==> src/rtl/core/kcd_pkg.sv <==
// ----------------------------------------------------------------------------
// kcd_pkg
// Types and constants shared by the k-core decomposition core.
// ----------------------------------------------------------------------------
`default_nettype none

package kcd_pkg;

    localparam int MAX_VERTICES = 1024;
    localparam int MAX_ENTRIES  = 8192;
    localparam int DEG_SPAN     = 1024;

    localparam int VA_W  = $clog2(MAX_VERTICES);
    localparam int VC_W  = VA_W + 1;
    localparam int EA_W  = $clog2(MAX_ENTRIES);
    localparam int EC_W  = EA_W + 1;
    localparam int DEG_W = $clog2(DEG_SPAN);
    localparam int ID_W  = 10;

    localparam logic KIND_COMPUTE = 1'b0;
    localparam logic KIND_QUERY   = 1'b1;

    typedef enum logic [1:0] {
        OP_LOAD_DEG = 2'd0,
        OP_LOAD_NB  = 2'd1,
        OP_COMPUTE  = 2'd2,
        OP_QUERY    = 2'd3
    } t_op;

    typedef struct packed {
        t_op               opcode;
        logic [DEG_W-1:0]  vertex_degree;
        logic [ID_W-1:0]   neighbor_vertex;
        logic [ID_W-1:0]   query_vertex;
    } t_in;

    typedef struct packed {
        logic              result_kind;
        logic [DEG_W-1:0]  core_number;
        logic [ID_W-1:0]   answered_vertex;
        logic              load_error;
    } t_out;

    typedef enum logic [4:0] {
        S_IDLE,
        S_CLR,
        S_CNT_RD,
        S_CNT_BIN,
        S_CNT_WR,
        S_PFX_RD,
        S_PFX_WR,
        S_PLC_RD,
        S_PLC_BIN,
        S_PLC_WR,
        S_PEEL_VAP,
        S_PEEL_CUR,
        S_PEEL_END,
        S_PEEL_ROW,
        S_ADJ_RD,
        S_ADJ_U,
        S_ADJ_CMP,
        S_SW_BIN,
        S_SW_W,
        S_SW_B,
        S_MAX_RD,
        S_MAX_ACC,
        S_DONE,
        S_QRY
    } t_state;

    typedef struct packed {
        t_state step;
        logic   accept;
    } t_cmd;

    typedef struct packed {
        logic idx_end;
        logic bin_end;
        logic row_more;
        logic nb_ok;
        logic higher;
        logic pos_ok;
    } t_stat;

endpackage

`default_nettype wire

==> src/rtl/core/kcd_ctrl.sv <==
// ----------------------------------------------------------------------------
// kcd_ctrl
// Sequencer for load, bin sort, peel, maximum scan and query.
// ----------------------------------------------------------------------------
`default_nettype none

module kcd_ctrl (
    input  wire logic           i_clk,
    input  wire logic           i_rst_n,
    input  wire logic           i_start,
    input  wire kcd_pkg::t_op   i_opcode,
    input  wire kcd_pkg::t_stat i_stat,
    output kcd_pkg::t_cmd       o_cmd,
    output logic                o_busy
);

    kcd_pkg::t_state r_state;
    kcd_pkg::t_state n_state;

    always_ff @(posedge i_clk) begin
        if (!i_rst_n) begin
            r_state <= kcd_pkg::S_IDLE;
        end else begin
            r_state <= n_state;
        end
    end

    always_comb begin
        n_state      = r_state;
        o_cmd.step   = r_state;
        o_cmd.accept = 1'b0;
        o_busy       = (r_state != kcd_pkg::S_IDLE);
        case (r_state)
            kcd_pkg::S_IDLE: begin
                o_cmd.accept = i_start;
                if (i_start) begin
                    case (i_opcode)
                        kcd_pkg::OP_COMPUTE: n_state = kcd_pkg::S_CLR;
                        kcd_pkg::OP_QUERY:   n_state = kcd_pkg::S_QRY;
                        default:             n_state = kcd_pkg::S_IDLE;
                    endcase
                end
            end
            kcd_pkg::S_CLR:      if (i_stat.bin_end) n_state = kcd_pkg::S_CNT_RD;
            kcd_pkg::S_CNT_RD: begin
                n_state = i_stat.idx_end ? kcd_pkg::S_PFX_RD : kcd_pkg::S_CNT_BIN;
            end
            kcd_pkg::S_CNT_BIN:  n_state = kcd_pkg::S_CNT_WR;
            kcd_pkg::S_CNT_WR:   n_state = kcd_pkg::S_CNT_RD;
            kcd_pkg::S_PFX_RD:   n_state = kcd_pkg::S_PFX_WR;
            kcd_pkg::S_PFX_WR: begin
                n_state = i_stat.bin_end ? kcd_pkg::S_PLC_RD : kcd_pkg::S_PFX_RD;
            end
            kcd_pkg::S_PLC_RD: begin
                n_state = i_stat.idx_end ? kcd_pkg::S_PEEL_VAP : kcd_pkg::S_PLC_BIN;
            end
            kcd_pkg::S_PLC_BIN:  n_state = kcd_pkg::S_PLC_WR;
            kcd_pkg::S_PLC_WR:   n_state = kcd_pkg::S_PLC_RD;
            kcd_pkg::S_PEEL_VAP: begin
                n_state = i_stat.idx_end ? kcd_pkg::S_MAX_RD : kcd_pkg::S_PEEL_CUR;
            end
            kcd_pkg::S_PEEL_CUR: n_state = kcd_pkg::S_PEEL_END;
            kcd_pkg::S_PEEL_END: n_state = kcd_pkg::S_PEEL_ROW;
            kcd_pkg::S_PEEL_ROW: n_state = kcd_pkg::S_ADJ_RD;
            kcd_pkg::S_ADJ_RD: begin
                n_state = i_stat.row_more ? kcd_pkg::S_ADJ_U : kcd_pkg::S_PEEL_VAP;
            end
            kcd_pkg::S_ADJ_U: begin
                n_state = i_stat.nb_ok ? kcd_pkg::S_ADJ_CMP : kcd_pkg::S_ADJ_RD;
            end
            kcd_pkg::S_ADJ_CMP: begin
                n_state = i_stat.higher ? kcd_pkg::S_SW_BIN : kcd_pkg::S_ADJ_RD;
            end
            kcd_pkg::S_SW_BIN: begin
                n_state = i_stat.pos_ok ? kcd_pkg::S_SW_W : kcd_pkg::S_ADJ_RD;
            end
            kcd_pkg::S_SW_W:     n_state = kcd_pkg::S_SW_B;
            kcd_pkg::S_SW_B:     n_state = kcd_pkg::S_ADJ_RD;
            kcd_pkg::S_MAX_RD: begin
                n_state = i_stat.idx_end ? kcd_pkg::S_DONE : kcd_pkg::S_MAX_ACC;
            end
            kcd_pkg::S_MAX_ACC:  n_state = kcd_pkg::S_MAX_RD;
            kcd_pkg::S_DONE:     n_state = kcd_pkg::S_IDLE;
            kcd_pkg::S_QRY:      n_state = kcd_pkg::S_IDLE;
            default:             n_state = kcd_pkg::S_IDLE;
        endcase
    end

endmodule

`default_nettype wire

==> config.mk <==
export PLATFORM = sky130hd
export DESIGN_NAME = kcd_ctrl
export DESIGN_NICKNAME = d
export VERILOG_FILES = /design/src/rtl/core/kcd_pkg.sv /design/src/rtl/core/kcd_ctrl.sv
export SDC_FILE = /design/constraint.sdc
export NUM_CORES = 1
export LEC_CHECK = 0
export BUFFER_PORTS_ARGS = -buffer_cell sky130_fd_sc_hd__buf_4
export CORE_UTILIZATION = 25
export CTS_CLUSTER_SIZE = 25
export DETAILED_ROUTE_END_ITERATION = 8
export SETUP_SLACK_MARGIN = 0.2
export SLEW_MARGIN = 40
export SYNTH_ARGS = -nofsm -noshare
export SYNTH_HDL_FRONTEND = slang
export SYNTH_SLANG_ARGS = --single-unit
==> constraint.sdc <==
create_clock -name i_clk -period 1.8 [get_ports i_clk]
set_input_delay 0.18 -clock i_clk [delete_from_list [all_inputs] [get_ports i_clk]]
set_output_delay 0.18 -clock i_clk [all_outputs]
set_load 0.03 [all_outputs]
==> flow_summary.json, run 1 <==
{
  "cpMaxStageDelayCell": "dfxtp_2",
  "grt_pass1_wl_um": 3190,
  "h-tree-depth": 1,
  "coreArea_um2": 2520,
  "synth.most_common_cell": "nand2_1",
  "row_count": 18,
  "rsz0062_at_grt": "no",
  "die-area_um2": 2910,
  "utilization": 0.334,
  "pre_cts_ws_ns": 0.221,
  "synth_top_family_by_area": "compound AO/OA/AOI/OAI gates",
  "synth_enable_flop_cells": 0,
  "status": "finished clean",
  "synth_compound_area_frac": 0.377,
  "leakagePower_nw": 0.330,
  "synth_area_leader_cell": "dfxtp_1",
  "end_kind": "output port",
  "viasPerCell": 5.42,
  "synth_area_per_cell_um2": 7.17,
  "synth.area.top_cells": "dfxtp_1 (15%), buf_6 (8.3%), nand2_1 (6.7%)",
  "cp_slowest_stage_delay_ns": 0.51,
  "tns_ns": 0,
  "irDropWorstVdd_uv": 1220,
  "fmaxAchievable_ghz": 0.656,
  "ys_seq_area_frac": 0.148,
  "cp_data_arrival_time_ns": 1.35,
  "numPortBuffers": 17,
  "dieWidth_um": 53.9,
  "post-route-drc-count": 0,
  "wl_per_cell_um": 13.3,
  "p_total_mw": 1.37,
  "cp_cell_sequence": "nor2_1 -> nand2_2 -> nor2_2 -> and2_1 -> buf_4",
  "path_clk_slew_ns": 0.05,
  "ant_nets": 0,
  "grt_pass1_vias": 690,
  "synth-seq-cells": 5,
  "cts_root_buf": "clkbuf_4",
  "cp_data_required_time_ns": 1.62,
  "cp_max_fo": 17,
  "syn_nets": 105,
  "period_minus_slack_ns": 1.53,
  "largest_register_ffs": 5,
  "reg_top3": "r_state x5",
  "routed_wl_um": 1880,
  "tritoncts": "built",
  "yosysWarnings": 0,
  "track_usage": 0.151,
  "top_register": "r_state",
  "yosys.area_share.xor_xnor": 0.0130,
  "timing.final.max_slew_violations": 0,
  "finalNetCount": 124,
  "antenna_cells": 0,
  "syn_inst": 94,
  "vias": 770,
  "cts_made_buffers": 3,
  "tightest_slew_ns": 0.458,
  "gp_congestion": 0.859,
  "drive_gt1_frac": 0.330,
  "hold_viol": 0,
  "grt_start_max_net_pins": 18,
  "grt_overflow": 0,
  "skew_ns": 0.000457,
  "synth_flop_cell": "dfxtp_1",
  "ys_types": 39,
  "synth-adder-area-share": 0,
  "boundaryPins": 18,
  "max_slew_margin": 0.694,
  "startpoint_type": "flip-flop",
  "crit_type": "reg2out",
  "yosys.area_share.simple": 0.278,
  "hold_class": "in2reg",
  "die_y_um": 53.9,
  "pwr_density_cell_nw_per_um2": 1620,
  "antenna_found_initial": 0,
  "dpl.hpwl_um": 1460,
  "cp_num_buf_inv": 1,
  "initial_core_util": 0.267,
  "fin_crit_sh": 0.847,
  "drt_iter0_drc": 17,
  "path_delay_family": "flip-flops",
  "clock_latency_ns": 0.25,
  "cts.sinks": 5,
  "dr.pass1.iters": 4,
  "drv_cap": 0,
  "synth.mux.area_fraction": 0.0445,
  "async_reset_ff_frac": 0,
  "hold_slack_ns": 0.180,
  "worst_slack_ns": 0.275,
  "synth_top_area_share": 0.148,
  "cts.path.max_buffers": 2,
  "syn-cell-area_um2": 674,
  "setup_viol": 0,
  "synth_common_cells": "nand2_1 (12), nor2_1 (9), a21oi_1 (6)",
  "syn_to_final_growth_pct": 25.0
}
-- logic make-up after synthesis --
group,Yosys count
AOI/OAI and AO/OA,34
DFF,5
and+or+nand+nor,39
xor gates and xnor gates,1
muxes,3
buffers and inverters,12
-- where the power goes --
| group | leakage (nW) | switching (mW) | internal, mW |
|---|---|---|---|
| combinational | 0.273 | 0.574 | 0.406 |
| clock | 0.0150 | 0.0522 | 0.0842 |
| sequential | 0.0425 | 0.0984 | 0.155 |
| total | 0.330 | 0.725 | 0.645 |
-- metal layers --
metal  share of wire  vias up  track usage
met4          0.0080        0       0.0351
li1                -      383            -
met5               0        -            0
met3           0.039        2       0.0452
met2            0.50       24        0.228
met1            0.45      361        0.206
-- path summary, 6_finish.rpt --
kind                                start                       to  slack, ns  depth (start not counted)
hold reg to reg   r_state[2]$_SDFFE_PN0P_  r_state[4]$_SDFFE_PN0P_       0.72                          3
hold / removal                    i_rst_n  r_state[3]$_SDFFE_PN0P_       0.18                          2
setup reg to reg  r_state[0]$_SDFFE_PN0P_  r_state[3]$_SDFFE_PN0P_       0.33                          5
setup / recovery  r_state[4]$_SDFFE_PN0P_                 o_cmd[0]       0.27                          5
-- cells in the final DEF, fill, tap and decap left out, types with 3 or more instances in the layout --
cell type	Yosys	final
buf_4	2	22
nand2_1	12	11
nor2_1	9	7
a21oi_1	6	6
nand2b_1	5	5
o21ai_0	3	3
o21a_1	3	3
mux2i_1	3	3
a31oi_1	3	3
nand3_1	3	3
clkbuf_4	1	3
-- repair_timing --
action / CTS / global route
buffers inserted: 0 / 1
hold buffers: 0 / 0
pin swaps: 0 / 1
setup endpoints to repair: 2 / 2
gates resized for setup: 5 / 3
-- area by class of cell --
type                    instances  area [um2]
fillers                       274        1680
clock buffers                   4        26.3
repair buffers                 22         165
flip-flops and latches          5         106
inverters                       4        15.0
well taps                      30        37.5
multi-input cells              77         493
-- per-stage QoR --
| stage | std cells | area [um2] |
|---|---|---|
| 5_1_grt | 142 | 843 |
| 6_report | 142 | 843 |
| 3_3_place_gp | 137 | 791 |
| 3_5_place_dp | 137 | 791 |
| 2_1_floorplan | 94 | 674 |
| 4_1_cts | 141 | 828 |
Power figures use the tool's default switching activity.
==> run 2: changes to the inputs <==
- clock period: 1.8 -> 1.41 ns (I/O delays scaled with it)
==> flow_summary.json, run 2 (synthesized netlist as in run 1, its figures left out) <==
{
  "vias": 894,
  "cp_data_required_time_ns": 1.53,
  "grt_pass1_vias": 789,
  "power.share.clock": 0.071,
  "p_comb_frac": 0.785,
  "fmaxAchievable_ghz": 0.731,
  "die-area_um2": 2910,
  "drive_gt1_frac": 0.580,
  "dr.pass1.iters": 4,
  "h-tree-depth": 1,
  "wl_per_cell_um": 16.1,
  "ant_nets": 0,
  "syn_to_final_growth_pct": 69.4,
  "utilization": 0.453,
  "r2r_slack_ns": 0.04,
  "row_count": 18,
  "timing.final.max_slew_violations": 0,
  "holdPathEnd": "r_state[3]$_SDFFE_PN0P_",
  "swShare": 0.488,
  "dpl.hpwl_um": 1480,
  "whs_path_depth": 2,
  "postPlaceCellArea_um2": 837,
  "cts.path.max_buffers": 2,
  "dieWidth_um": 53.9,
  "end_kind": "flip-flop",
  "max_slew_margin": 0.752,
  "ff2ff_path_depth": 6,
  "numPortBuffers": 17,
  "finalNonFillerCells": 161,
  "clock_latency_ns": 0.25,
  "most-common-layout-cells": "buf_4 (34), nand2_1 (10), nor2_2 (5), buf_6 (5), dfxtp_4 (5)",
  "boundaryPins": 18,
  "skew_ns": 0.00515,
  "reg2reg_to": "r_state[1]$_SDFFE_PN0P_",
  "top_register": "r_state",
  "hold_class": "in2reg",
  "worstReg2RegStart": "r_state[2]$_SDFFE_PN0P_",
  "die_y_um": 53.9,
  "gp_congestion": 0.886,
  "p_switching_mw": 1.19,
  "pwr_density_cell_nw_per_um2": 2130,
  "leakagePower_nw": 0.459,
  "antenna_found_initial": 0,
  "cts.sinks": 5,
  "fin_crit_sh": 0.970,
  "rsz0062_at_grt": "yes",
  "final_area_um2": 1140,
  "coreArea_um2": 2520,
  "pre_cts_ws_ns": 0.0776,
  "post-route-drc-count": 0,
  "worst_slack_ns": 0.0425,
  "viasPerCell": 5.55,
  "cts_root_buf": "clkbuf_4",
  "final_common_cell": "buf_4",
  "grt_pass1_wl_um": 3750,
  "setup_viol": 0,
  "largest_register_ffs": 5,
  "tns_ns": 0,
  "cts_made_buffers": 3,
  "grt_overflow": 0,
  "initial_core_util": 0.267,
  "track_usage": 0.180,
  "dpl.cell_count": 137,
  "startpoint_type": "flip-flop",
  "hold_viol": 0,
  "intPower_mw": 1.24,
  "drt_iter0_drc": 23,
  "hold_slack_ns": 0.160,
  "finalNetCount": 143,
  "cp_max_fo": 6,
  "grt_start_max_net_pins": 11,
  "seq_power_share": 0.143,
  "status": "finished clean",
  "ctsHoldBuffers": 0,
  "tightest_slew_ns": 0.371,
  "routed_wl_um": 2590,
  "irDropWorstVdd_uv": 1740,
  "tritoncts": "built",
  "period_minus_slack_ns": 1.37,
  "antenna_cells": 0,
  "p_total_mw": 2.43,
  "drv_cap": 0,
  "worstHoldStart": "i_rst_n",
  "path_clk_slew_ns": 0.04,
  "cp_data_arrival_time_ns": 1.48,
  "reg_top3": "r_state x5",
  "crit_type": "reg2reg"
}
## run 2: cell count changes in the layout (fill, tap and decap cells not counted), sizes merged
cell  before  now
buf       22   41
## run 2: per-layer routing
| layer | part of all wire | wire, um | global-route usage |
|---|---|---|---|
| met5 | 0 | 0 | 0 |
| met4 | 0.0050 | 13 | 0.0526 |
| met3 | 0.054 | 141 | 0.0282 |
| met2 | 0.54 | 1390 | 0.307 |
| met1 | 0.41 | 1050 | 0.231 |
## run 2: area by class of cell
cell class / instances / area [um2]
well taps: 30 / 37.5
clock buffers: 4 / 26.3
flip-flops and latches: 5 / 119
fillers: 258 / 1380
multi-input cells: 77 / 591
repair buffers: 41 / 352
inverters: 4 / 17.5
## run 2: worst max path at each step
stage	slack [ns]	cells past startpoint	startpoint	end
detailed placement	0.08	5	r_state[3]$_SDFFE_PN0P_	r_state[1]$_SDFFE_PN0P_
CTS	0.07	6	r_state[2]$_SDFFE_PN0P_	r_state[1]$_SDFFE_PN0P_
finish	0.04	6	r_state[2]$_SDFFE_PN0P_	r_state[1]$_SDFFE_PN0P_
global placement	0.09	5	r_state[2]$_SDFFE_PN0P_	r_state[1]$_SDFFE_PN0P_
global route	-0.03	6	r_state[2]$_SDFFE_PN0P_	r_state[1]$_SDFFE_PN0P_
floorplan	0.10	6	r_state[2]$_SDFFE_PN0P_	r_state[1]$_SDFFE_PN0P_
## run 2: critical path, stage by stage, from the launching register on
cell and delay (ns):
dfxtp_4 0.37, buf_6 0.14, xor2_1 0.17, a21oi_2 0.13
nor3_1 0.07, a2111oi_2 0.27, a21oi_1 0.09
## run 2: power by group through the flow
stage	combinational, mW	sequential, mW	clock, mW
6_report	1.91	0.349	0.173
5_1_grt	2.01	0.354	0.181
4_1_cts	1.65	0.336	0.176
3_5_place_dp	1.18	0.420	0
3_3_place_gp	1.17	0.422	0
2_1_floorplan	0.948	0.363	0
## run 2: timing repair
action | 4_1_cts | 5_1_grt
resized for setup | 11 | 15
setup endpoints to repair | 7 | 7
pin swaps | 6 | 2
setup buffers | 16 | 4
endpoints found under the hold margin | 0 | 0
